--- config.mk ---
export PLATFORM = sky130hd
export DESIGN_NAME = key_value_table_flat
export DESIGN_NICKNAME = d
export VERILOG_FILES = /design/src/hw/rtl/kvt_pkg.sv /design/src/hw/rtl/kvt_req_if.sv /design/src/hw/rtl/kvt_rsp_if.sv /design/src/hw/rtl/kvt_datapath.sv /design/src/hw/rtl/kvt_controller.sv /design/src/hw/rtl/key_value_table.sv /design/src/flat_wrapper.sv
export SDC_FILE = /design/constraint.sdc
export NUM_CORES = 1
export LEC_CHECK = 0
export ABC_CLOCK_PERIOD_IN_PS = 4980
export BUFFER_PORTS_ARGS = -buffer_cell sky130_fd_sc_hd__buf_2
export CAP_MARGIN = 10
export CORE_ASPECT_RATIO = 0.9
export CORE_UTILIZATION = 56
export DETAILED_ROUTE_END_ITERATION = 16
export PLACE_DENSITY = 0.75
export SLEW_MARGIN = 0
export SYNTH_ARGS = -nofsm -noshare
export SYNTH_HDL_FRONTEND = slang
export SYNTH_SLANG_ARGS = --single-unit
--- constraint.sdc ---
create_clock -name clock -period 4.98 [get_ports clock]
set_input_delay 0.249 -clock clock [delete_from_list [all_inputs] [get_ports clock]]
set_output_delay 0.249 -clock clock [all_outputs]
set_load 0.01 [all_outputs]
--- src/hw/rtl/kvt_pkg.sv ---
`default_nettype none

package kvt_pkg;

   typedef enum logic [1:0] {
      FUNC_DEFINE = 2'd0,
      FUNC_QUERY  = 2'd1,
      FUNC_ERASE  = 2'd2
   } func_type;

   typedef enum logic [2:0] {
      ST_IDLE,
      ST_SCAN,
      ST_UPDATE,
      ST_SHIFT,
      ST_REPLY
   } state_type;

   typedef struct packed {
      logic load;
      logic scan_step;
      logic latch_hit;
      logic write_hit;
      logic append;
      logic set_full;
      logic shift_start;
      logic shift_step;
      logic count_dec;
      logic reply;
   } ctl_cmd_type;

   typedef struct packed {
      func_type func;
      logic     hit;
      logic     hit_latched;
      logic     walk_done;
      logic     table_full;
      logic     rsp_free;
   } ctl_status_type;

endpackage

`default_nettype wire

--- src/hw/rtl/kvt_req_if.sv ---
`default_nettype none

interface kvt_req_if;
   logic               valid;
   logic               ready;
   logic        [1:0]  func;
   logic signed [31:0] key;
   logic signed [31:0] value_in;

   modport source (output valid, output func, output key, output value_in, input ready);
   modport sink   (input valid, input func, input key, input value_in, output ready);
endinterface

`default_nettype wire

--- src/hw/rtl/kvt_rsp_if.sv ---
`default_nettype none

interface kvt_rsp_if;
   logic               valid;
   logic               ready;
   logic               found;
   logic signed [31:0] value_out;
   logic               table_full;

   modport source (output valid, output found, output value_out, output table_full, input ready);
   modport sink   (input valid, input found, input value_out, input table_full, output ready);
endinterface

`default_nettype wire

--- src/hw/rtl/kvt_datapath.sv ---
`default_nettype none

module kvt_datapath
   import kvt_pkg::*;
#(
   parameter int CAPACITY   = 16,
   parameter int KEY_BITS   = 32,
   parameter int VALUE_BITS = 32
) (
   input  wire logic               clock,
   input  wire logic               reset,
   input  wire ctl_cmd_type        cmd,
   output      ctl_status_type     status,
   input  wire logic        [1:0]  item_func,
   input  wire logic signed [31:0] item_key,
   input  wire logic signed [31:0] item_value,
   input  wire logic               out_ready,
   output      logic               out_valid,
   output      logic               out_found,
   output      logic signed [31:0] out_value,
   output      logic               out_full
);

   localparam int CNT_BITS   = $clog2(CAPACITY + 1);
   localparam int IDX_BITS   = (CAPACITY > 1) ? $clog2(CAPACITY) : 1;
   localparam int ENTRY_BITS = KEY_BITS + VALUE_BITS;

   logic [ENTRY_BITS-1:0] entry_mem [CAPACITY];
   logic [ENTRY_BITS-1:0] rd_data_ff;
   logic                  rd_en;
   logic [IDX_BITS-1:0]   rd_addr;
   logic                  wr_en;
   logic [IDX_BITS-1:0]   wr_addr;
   logic [ENTRY_BITS-1:0] wr_data;

   func_type              func_ff,      func_in;
   logic [KEY_BITS-1:0]   key_ff,       key_in;
   logic [VALUE_BITS-1:0] val_ff,       val_in;
   logic [CNT_BITS-1:0]   count_ff,     count_in;
   logic [CNT_BITS-1:0]   ptr_ff,       ptr_in;
   logic                  pend_ff,      pend_in;
   logic [CNT_BITS-1:0]   pend_idx_ff,  pend_idx_in;
   logic                  hit_ff,       hit_in;
   logic [CNT_BITS-1:0]   slot_ff,      slot_in;
   logic [VALUE_BITS-1:0] hit_val_ff,   hit_val_in;
   logic                  full_ff,      full_in;
   logic                  rsp_valid_ff, rsp_valid_in;
   logic                  found_ff,     found_in;
   logic signed [31:0]    value_ff,     value_in;
   logic                  rsp_full_ff,  rsp_full_in;

   logic [KEY_BITS-1:0]   rd_key;
   logic [VALUE_BITS-1:0] rd_val;
   logic                  ptr_lt;
   logic                  step;

   assign rd_key = rd_data_ff[ENTRY_BITS-1:VALUE_BITS];
   assign rd_val = rd_data_ff[VALUE_BITS-1:0];
   assign ptr_lt = ptr_ff < count_ff;
   assign step   = cmd.scan_step || cmd.shift_step;
   assign rd_en  = step && ptr_lt;
   assign rd_addr = ptr_ff[IDX_BITS-1:0];

   always_comb begin
      wr_en   = 1'b0;
      wr_addr = slot_ff[IDX_BITS-1:0];
      wr_data = {key_ff, val_ff};
      if (cmd.write_hit) begin
         wr_en = 1'b1;
      end else if (cmd.append) begin
         wr_en   = 1'b1;
         wr_addr = count_ff[IDX_BITS-1:0];
      end else if (cmd.shift_step && pend_ff) begin
         wr_en   = 1'b1;
         wr_addr = IDX_BITS'(pend_idx_ff - CNT_BITS'(1));
         wr_data = rd_data_ff;
      end
   end

   always_ff @(posedge clock) begin
      if (wr_en) begin
         entry_mem[wr_addr] <= wr_data;
      end
      if (rd_en) begin
         rd_data_ff <= entry_mem[rd_addr];
      end
   end

   always_comb begin
      func_in      = func_ff;
      key_in       = key_ff;
      val_in       = val_ff;
      count_in     = count_ff;
      ptr_in       = ptr_ff;
      pend_in      = pend_ff;
      pend_idx_in  = pend_idx_ff;
      hit_in       = hit_ff;
      slot_in      = slot_ff;
      hit_val_in   = hit_val_ff;
      full_in      = full_ff;
      rsp_valid_in = rsp_valid_ff;
      found_in     = found_ff;
      value_in     = value_ff;
      rsp_full_in  = rsp_full_ff;

      if (cmd.load) begin
         func_in = func_type'(item_func);
         key_in  = KEY_BITS'(item_key);
         val_in  = VALUE_BITS'(item_value);
         ptr_in  = '0;
         pend_in = 1'b0;
         hit_in  = 1'b0;
         full_in = 1'b0;
      end
      if (step) begin
         pend_in     = ptr_lt;
         pend_idx_in = ptr_ff;
         if (ptr_lt) begin
            ptr_in = ptr_ff + CNT_BITS'(1);
         end
      end
      if (cmd.latch_hit) begin
         hit_in     = 1'b1;
         slot_in    = pend_idx_ff;
         hit_val_in = rd_val;
      end
      if (cmd.shift_start) begin
         ptr_in  = slot_ff + CNT_BITS'(1);
         pend_in = 1'b0;
      end
      if (cmd.append) begin
         count_in = count_ff + CNT_BITS'(1);
      end
      if (cmd.count_dec) begin
         count_in = count_ff - CNT_BITS'(1);
      end
      if (cmd.set_full) begin
         full_in = 1'b1;
      end

      if (cmd.reply) begin
         rsp_valid_in = 1'b1;
         found_in     = hit_ff;
         rsp_full_in  = full_ff;
         if (func_ff == FUNC_QUERY) begin
            value_in = hit_ff ? 32'($signed(hit_val_ff)) : '1;
         end else begin
            value_in = '0;
         end
      end else if (out_ready) begin
         rsp_valid_in = 1'b0;
      end
   end

   always_ff @(posedge clock) begin
      if (reset) begin
         count_ff     <= '0;
         pend_ff      <= 1'b0;
         hit_ff       <= 1'b0;
         full_ff      <= 1'b0;
         rsp_valid_ff <= 1'b0;
      end else begin
         count_ff     <= count_in;
         pend_ff      <= pend_in;
         hit_ff       <= hit_in;
         full_ff      <= full_in;
         rsp_valid_ff <= rsp_valid_in;
      end
      func_ff     <= func_in;
      key_ff      <= key_in;
      val_ff      <= val_in;
      ptr_ff      <= ptr_in;
      pend_idx_ff <= pend_idx_in;
      slot_ff     <= slot_in;
      hit_val_ff  <= hit_val_in;
      found_ff    <= found_in;
      value_ff    <= value_in;
      rsp_full_ff <= rsp_full_in;
   end

   assign status.func        = func_ff;
   assign status.hit         = pend_ff && (rd_key == key_ff);
   assign status.hit_latched = hit_ff;
   assign status.walk_done   = !pend_ff && (ptr_ff == count_ff);
   assign status.table_full  = count_ff == CNT_BITS'(CAPACITY);
   assign status.rsp_free    = !rsp_valid_ff || out_ready;

   assign out_valid = rsp_valid_ff;
   assign out_found = found_ff;
   assign out_value = value_ff;
   assign out_full  = rsp_full_ff;

endmodule

`default_nettype wire

--- src/hw/rtl/kvt_controller.sv ---
`default_nettype none

module kvt_controller
   import kvt_pkg::*;
(
   input  wire logic           clock,
   input  wire logic           reset,
   input  wire logic           req_valid,
   output      logic           req_ready,
   input  wire ctl_status_type status,
   output      ctl_cmd_type    cmd
);

   state_type state_ff, state_in;

   always_ff @(posedge clock) begin
      if (reset) begin
         state_ff <= ST_IDLE;
      end else begin
         state_ff <= state_in;
      end
   end

   always_comb begin
      state_in  = state_ff;
      cmd       = '0;
      req_ready = 1'b0;
      unique case (state_ff)
         ST_IDLE: begin
            req_ready = 1'b1;
            if (req_valid) begin
               cmd.load = 1'b1;
               state_in = ST_SCAN;
            end
         end
         ST_SCAN: begin
            if (status.hit) begin
               cmd.latch_hit = 1'b1;
               state_in      = ST_UPDATE;
            end else if (status.walk_done) begin
               state_in = ST_UPDATE;
            end else begin
               cmd.scan_step = 1'b1;
            end
         end
         ST_UPDATE: begin
            state_in = ST_REPLY;
            case (status.func)
               FUNC_DEFINE: begin
                  if (status.hit_latched) begin
                     cmd.write_hit = 1'b1;
                  end else if (status.table_full) begin
                     cmd.set_full = 1'b1;
                  end else begin
                     cmd.append = 1'b1;
                  end
               end
               FUNC_ERASE: begin
                  if (status.hit_latched) begin
                     cmd.shift_start = 1'b1;
                     state_in        = ST_SHIFT;
                  end
               end
               default: begin
               end
            endcase
         end
         ST_SHIFT: begin
            if (status.walk_done) begin
               cmd.count_dec = 1'b1;
               state_in      = ST_REPLY;
            end else begin
               cmd.shift_step = 1'b1;
            end
         end
         ST_REPLY: begin
            if (status.rsp_free) begin
               cmd.reply = 1'b1;
               state_in  = ST_IDLE;
            end
         end
         default: begin
            state_in = ST_IDLE;
         end
      endcase
   end

endmodule

`default_nettype wire

--- src/hw/rtl/key_value_table.sv ---
`default_nettype none

// Channel   Dir  Word                          Accepted when
// req_chan  in   func, key, value_in           req_chan.valid && req_chan.ready
// rsp_chan  out  found, value_out, table_full  rsp_chan.valid && rsp_chan.ready
//
// Each word walks the stored entries through the single read port of the entry
// memory, one entry per cycle; no new word is accepted until it has loaded its
// reply. An erase then moves every later entry down one place, one per cycle.
// Reset clears the entry count and the control state; the memory is not cleared.
// A new word is taken while the previous reply waits; a stalled reply holds
// the next word at its final step.

module key_value_table
   import kvt_pkg::*;
#(
   parameter int CAPACITY   = 16,
   parameter int KEY_BITS   = 32,
   parameter int VALUE_BITS = 32
) (
   input wire logic clock,
   input wire logic reset,
   kvt_req_if.sink  req_chan,
   kvt_rsp_if.source rsp_chan
);

   ctl_cmd_type    cmd;
   ctl_status_type status;

   kvt_controller u_controller (
      .clock     (clock),
      .reset     (reset),
      .req_valid (req_chan.valid),
      .req_ready (req_chan.ready),
      .status    (status),
      .cmd       (cmd)
   );

   kvt_datapath #(
      .CAPACITY   (CAPACITY),
      .KEY_BITS   (KEY_BITS),
      .VALUE_BITS (VALUE_BITS)
   ) u_datapath (
      .clock      (clock),
      .reset      (reset),
      .cmd        (cmd),
      .status     (status),
      .item_func  (req_chan.func),
      .item_key   (req_chan.key),
      .item_value (req_chan.value_in),
      .out_ready  (rsp_chan.ready),
      .out_valid  (rsp_chan.valid),
      .out_found  (rsp_chan.found),
      .out_value  (rsp_chan.value_out),
      .out_full   (rsp_chan.table_full)
   );

   a_busy_after_accept: assert property (@(posedge clock) disable iff (reset)
      req_chan.valid && req_chan.ready |=> !req_chan.ready)
      else $error("request accepted while a word is in progress");

   a_full_not_found: assert property (@(posedge clock) disable iff (reset)
      rsp_chan.valid |-> !(rsp_chan.found && rsp_chan.table_full))
      else $error("full flag raised for a key that was present");

   a_reply_slot_free: assert property (@(posedge clock) disable iff (reset)
      cmd.reply |-> status.rsp_free)
      else $error("reply loaded over a pending word");

   a_append_has_room: assert property (@(posedge clock) disable iff (reset)
      cmd.append |-> !status.table_full)
      else $error("append into a full table");

endmodule

`default_nettype wire
--- src/flat_wrapper.sv ---
// flat-port wrapper written by rule: the top's interface ports become plain ports
module key_value_table_flat import kvt_pkg::*;
#(
   parameter int CAPACITY   = 16,
   parameter int KEY_BITS   = 32,
   parameter int VALUE_BITS = 32
)
  (clock, reset, req_chan_valid, req_chan_func, req_chan_key, req_chan_value_in, req_chan_ready, rsp_chan_valid, rsp_chan_found, rsp_chan_value_out, rsp_chan_table_full, rsp_chan_ready);
  kvt_req_if req_chan_i ();
  kvt_rsp_if rsp_chan_i ();
  input wire logic clock;
  input wire logic reset;
  input wire logic [$bits(req_chan_i.valid)-1:0] req_chan_valid;
  input wire logic [$bits(req_chan_i.func)-1:0] req_chan_func;
  input wire logic [$bits(req_chan_i.key)-1:0] req_chan_key;
  input wire logic [$bits(req_chan_i.value_in)-1:0] req_chan_value_in;
  output wire logic [$bits(req_chan_i.ready)-1:0] req_chan_ready;
  output wire logic [$bits(rsp_chan_i.valid)-1:0] rsp_chan_valid;
  output wire logic [$bits(rsp_chan_i.found)-1:0] rsp_chan_found;
  output wire logic [$bits(rsp_chan_i.value_out)-1:0] rsp_chan_value_out;
  output wire logic [$bits(rsp_chan_i.table_full)-1:0] rsp_chan_table_full;
  input wire logic [$bits(rsp_chan_i.ready)-1:0] rsp_chan_ready;
  assign req_chan_i.valid = req_chan_valid;
  assign req_chan_i.func = req_chan_func;
  assign req_chan_i.key = req_chan_key;
  assign req_chan_i.value_in = req_chan_value_in;
  assign req_chan_ready = req_chan_i.ready;
  assign rsp_chan_valid = rsp_chan_i.valid;
  assign rsp_chan_found = rsp_chan_i.found;
  assign rsp_chan_value_out = rsp_chan_i.value_out;
  assign rsp_chan_table_full = rsp_chan_i.table_full;
  assign rsp_chan_i.ready = rsp_chan_ready;
  key_value_table #(.CAPACITY(CAPACITY), .KEY_BITS(KEY_BITS), .VALUE_BITS(VALUE_BITS)) u_core (.clock(clock), .reset(reset), .req_chan(req_chan_i), .rsp_chan(rsp_chan_i));
endmodule
==> impl_metrics.ini <==
[global_routing]
overflow = 0
antenna_found_initial = 5
grt_max_degree = 148
grt_first_pass_wirelength_um = 160000
groute.usage.overall_pct = 26.4
grt_pass1_vias = 22900

[setup_path]
cp.buffers_inverters = 1
slowest_delay_ns = 0.70
crit_start = u_core.u_controller.state_ff[1]
critPathLaunchType = register
end_kind = register
cpLargestDelayFamily = simple AND/OR/NAND/NOR gates
rr_startpoint = u_core.u_controller.state_ff[1]
crit_fanout = 27
cp.arrival_ns = 4.28
crit_slowest_cell = nor2b_1
worstSetupPathType = reg -> reg
crit_chain = nor2b_1 > and3b_1 > o21ai_4 > a31oi_1 > nand3b_1 > nor2_4 > buf_4
critPathRequiredTime_ns = 5.33

[sta]
relSlewSlack_pct = 17.2
drv_slew = 0
rsz0062_at_grt = false
finalSetupViolations = 0
finClkSkew_ns = 0.0338
finalCritPeriodShare_pct = 78.8
fmax_mhz = 255
finalCriticalPeriod_ns = 3.93
worstMarginPinSlew_ns = 1.24
worst_slack_ns = 1.05
finalHoldViolCount = 0
timing.hold.ws_ns = 0.0707

[routing]
drc = 0
via_per_inst = 6.37
dr.first_iter.drc_count = 2889
drtPass1Iterations = 7
wirelength_um = 110000
postRouteAntennaNets = 0
vias = 22900
wire_per_inst_um = 30.8

[final_layout]
area_growth_syn_to_layout_pct = 14.3
final_common_cell = edfxtp_1
antenna_cells = 0
nets = 2448
fin_util_pct = 65.0
fin_cells = 3589
final_cell_mix = edfxtp_1, mux4_2, nand2_1
fillers = 5166
regArea_um2 = 37300
drive_above_1_share_pct = 27.2
multi_input_area_um2 = 9620

[clock_network]
ctsResizeCount = 0
clkSinkCount = 1247
hold_buffers = 68
cts.htree.levels = 3
cts_tree = built
root_buffer = clkbuf_16
clkLatencyLatePin_ns = 0.70
clk_pin_slew_ns = 0.06
numCtsBuffers = 116
cts_buffer_depth = 3
cts_setup_buffers = 0

[synthesis]
yosysUniqueCellTypes = 53
synth_top_cell_area_share_pct = 78.1
yosysSeqAreaShare_pct = 78.8
async_reset_ff_share_pct = 0
synth_area_leader_cell = edfxtp_1
ys_ff_latch = 1247
yosysWarnings = 0
synth_area_per_cell_um2 = 22.2
synthTopCellsByArea = edfxtp_1, mux4_2, nand2_1
synth_nets = 2215
synth_area_um2 = 47300
synth_top_flop_cell = edfxtp_1
synth_edf_count = 1230
syn_inst = 2133

[floorplan]
std_cell_rows = 100
initial_utilization_pct = 56.9
io_pins = 106
coreArea_um2 = 83200
die_h_um = 278
die_w_um = 308
die_area_um2 = 85700

[placement]
placedCellCount = 3302
io_buffers = 105
dp.final_hpwl_um = 62700
place.gp.congestion = 0.838
post-place-ws_ns = 1.11

[status]
outcome = complete, no violations

[power_and_ir_drop]
power_switching_mw = 4.27
p_int_mw = 16.9
pwr-share-seq_pct = 55.3
combPwrFrac_pct = 2.4
vdd_ir_drop_max_mv = 0.369
finalPower_mw = 21.1
clkPwrFrac_pct = 42.3
power.density_nw_per_um2 = 391
p_leak_nw = 17.0
switching_share_pct = 20.2

[run]
drv_cap = 0

[hold_path]
hp-start = req_chan_valid
holdCritPathClass = in -> reg
==> cell type report <==
class,instances,area share [%]
flip-flops and latches,1247,69.0
multi-input cells,739,17.8
clock buffers,137,5.55
repair buffers,213,3.18
well taps,1122,2.60
clock inverters,82,1.56
inverters,49,0.345
==> final timing paths <==
path	cells after the start	end	slack, ns
setup / recovery	7	u_core.u_datapath.entry_mem[2][15]	1.05
hold / removal	4	u_core.u_datapath.hit_ff	0.07
setup reg to reg	7	u_core.u_datapath.entry_mem[2][15]	1.05
hold reg to reg	0	u_core.u_datapath.slot_ff[4]	0.43
==> stage by stage <==
stage	area [µm²]	TNS, ns
detailed placement	49500	0
global placement	49500	0
floorplan	47300	-2.35
CTS	54100	0
finish	54100	0
global route	54100	0
==> metal layers <==
metal / global-route usage (%) / part of all wire (%) / wire length [µm]
met2: 41.8 / 49 / 54000
met3: 4.77 / 10 / 11500
met5: 0 / 0.012 / 13
met1: 38.8 / 38 / 42400
met4: 6.56 / 2.3 / 2590
==> Yosys cell counts (3+ instances only) <==
| master | n |
|---|---|
| a311o_1 | 3 |
| nor4_1 | 8 |
| nor2_1 | 27 |
| buf_2 | 22 |
| clkbuf_1 | 59 |
| ha_1 | 11 |
| inv_1 | 49 |
| edfxtp_1 | 1230 |
| xor2_1 | 32 |
| nor3_1 | 6 |
| nand2b_1 | 6 |
| nand3b_1 | 4 |
| nand2_1 | 210 |
| buf_1 | 16 |
| dfxtp_1 | 17 |
| a211oi_1 | 3 |
| o211ai_1 | 4 |
| xnor2_1 | 9 |
| o221ai_1 | 3 |
| mux4_2 | 320 |
| nand3_1 | 13 |
| a21oi_1 | 41 |
==> tightest hold or removal path, cell delays in order <==
cell,delay [ns]
buf_2,0.12
nand2_1,0.18
a21oi_1,0.10
nor2_1,0.08
==> power groups by stage <==
stage	logic [mW]	clock network [mW]	registers, mW
6_report	0.498	8.94	11.7
5_1_grt	0.526	9.39	11.7
4_1_cts	0.489	9.02	11.7
3_5_place_dp	0.440	0	11.9
3_3_place_gp	0.416	0	11.9
2_1_floorplan	0.219	0	11.9
==> registers in the layout, indices dropped and copies added, names as in the netlist <==
name / cells
u_core.u_controller.state_ff: 3
u_core.u_datapath.count_ff: 5
u_core.u_datapath.entry_mem: 1024
u_core.u_datapath.full_ff: 1
u_core.u_datapath.func_ff: 2
u_core.u_datapath.hit_ff: 1
u_core.u_datapath.hit_val_ff: 32
u_core.u_datapath.key_ff: 32
u_core.u_datapath.out_found: 1
u_core.u_datapath.out_full: 1
u_core.u_datapath.out_valid: 1
u_core.u_datapath.out_value: 32
u_core.u_datapath.pend_ff: 1
u_core.u_datapath.pend_idx_ff: 5
u_core.u_datapath.ptr_ff: 5
u_core.u_datapath.rd_data_ff: 64
u_core.u_datapath.slot_ff: 5
u_core.u_datapath.val_ff: 32
==> logic make-up (layout without fill, tap and decap cells) <==
family	Yosys count	in the layout	share of synthesized area, %
adder cells (fa/ha/maj)	12	12	0.333
multiplexers	322	322	15.3
AO/OA/AOI/OAI	73	73	1.02
flip-flops	1247	1247	78.8
AND/OR/NAND/NOR	291	291	2.62
XOR/XNOR	41	41	0.759
buffers and inverters	147	481	1.23
(Power assumes the default switching activity.)
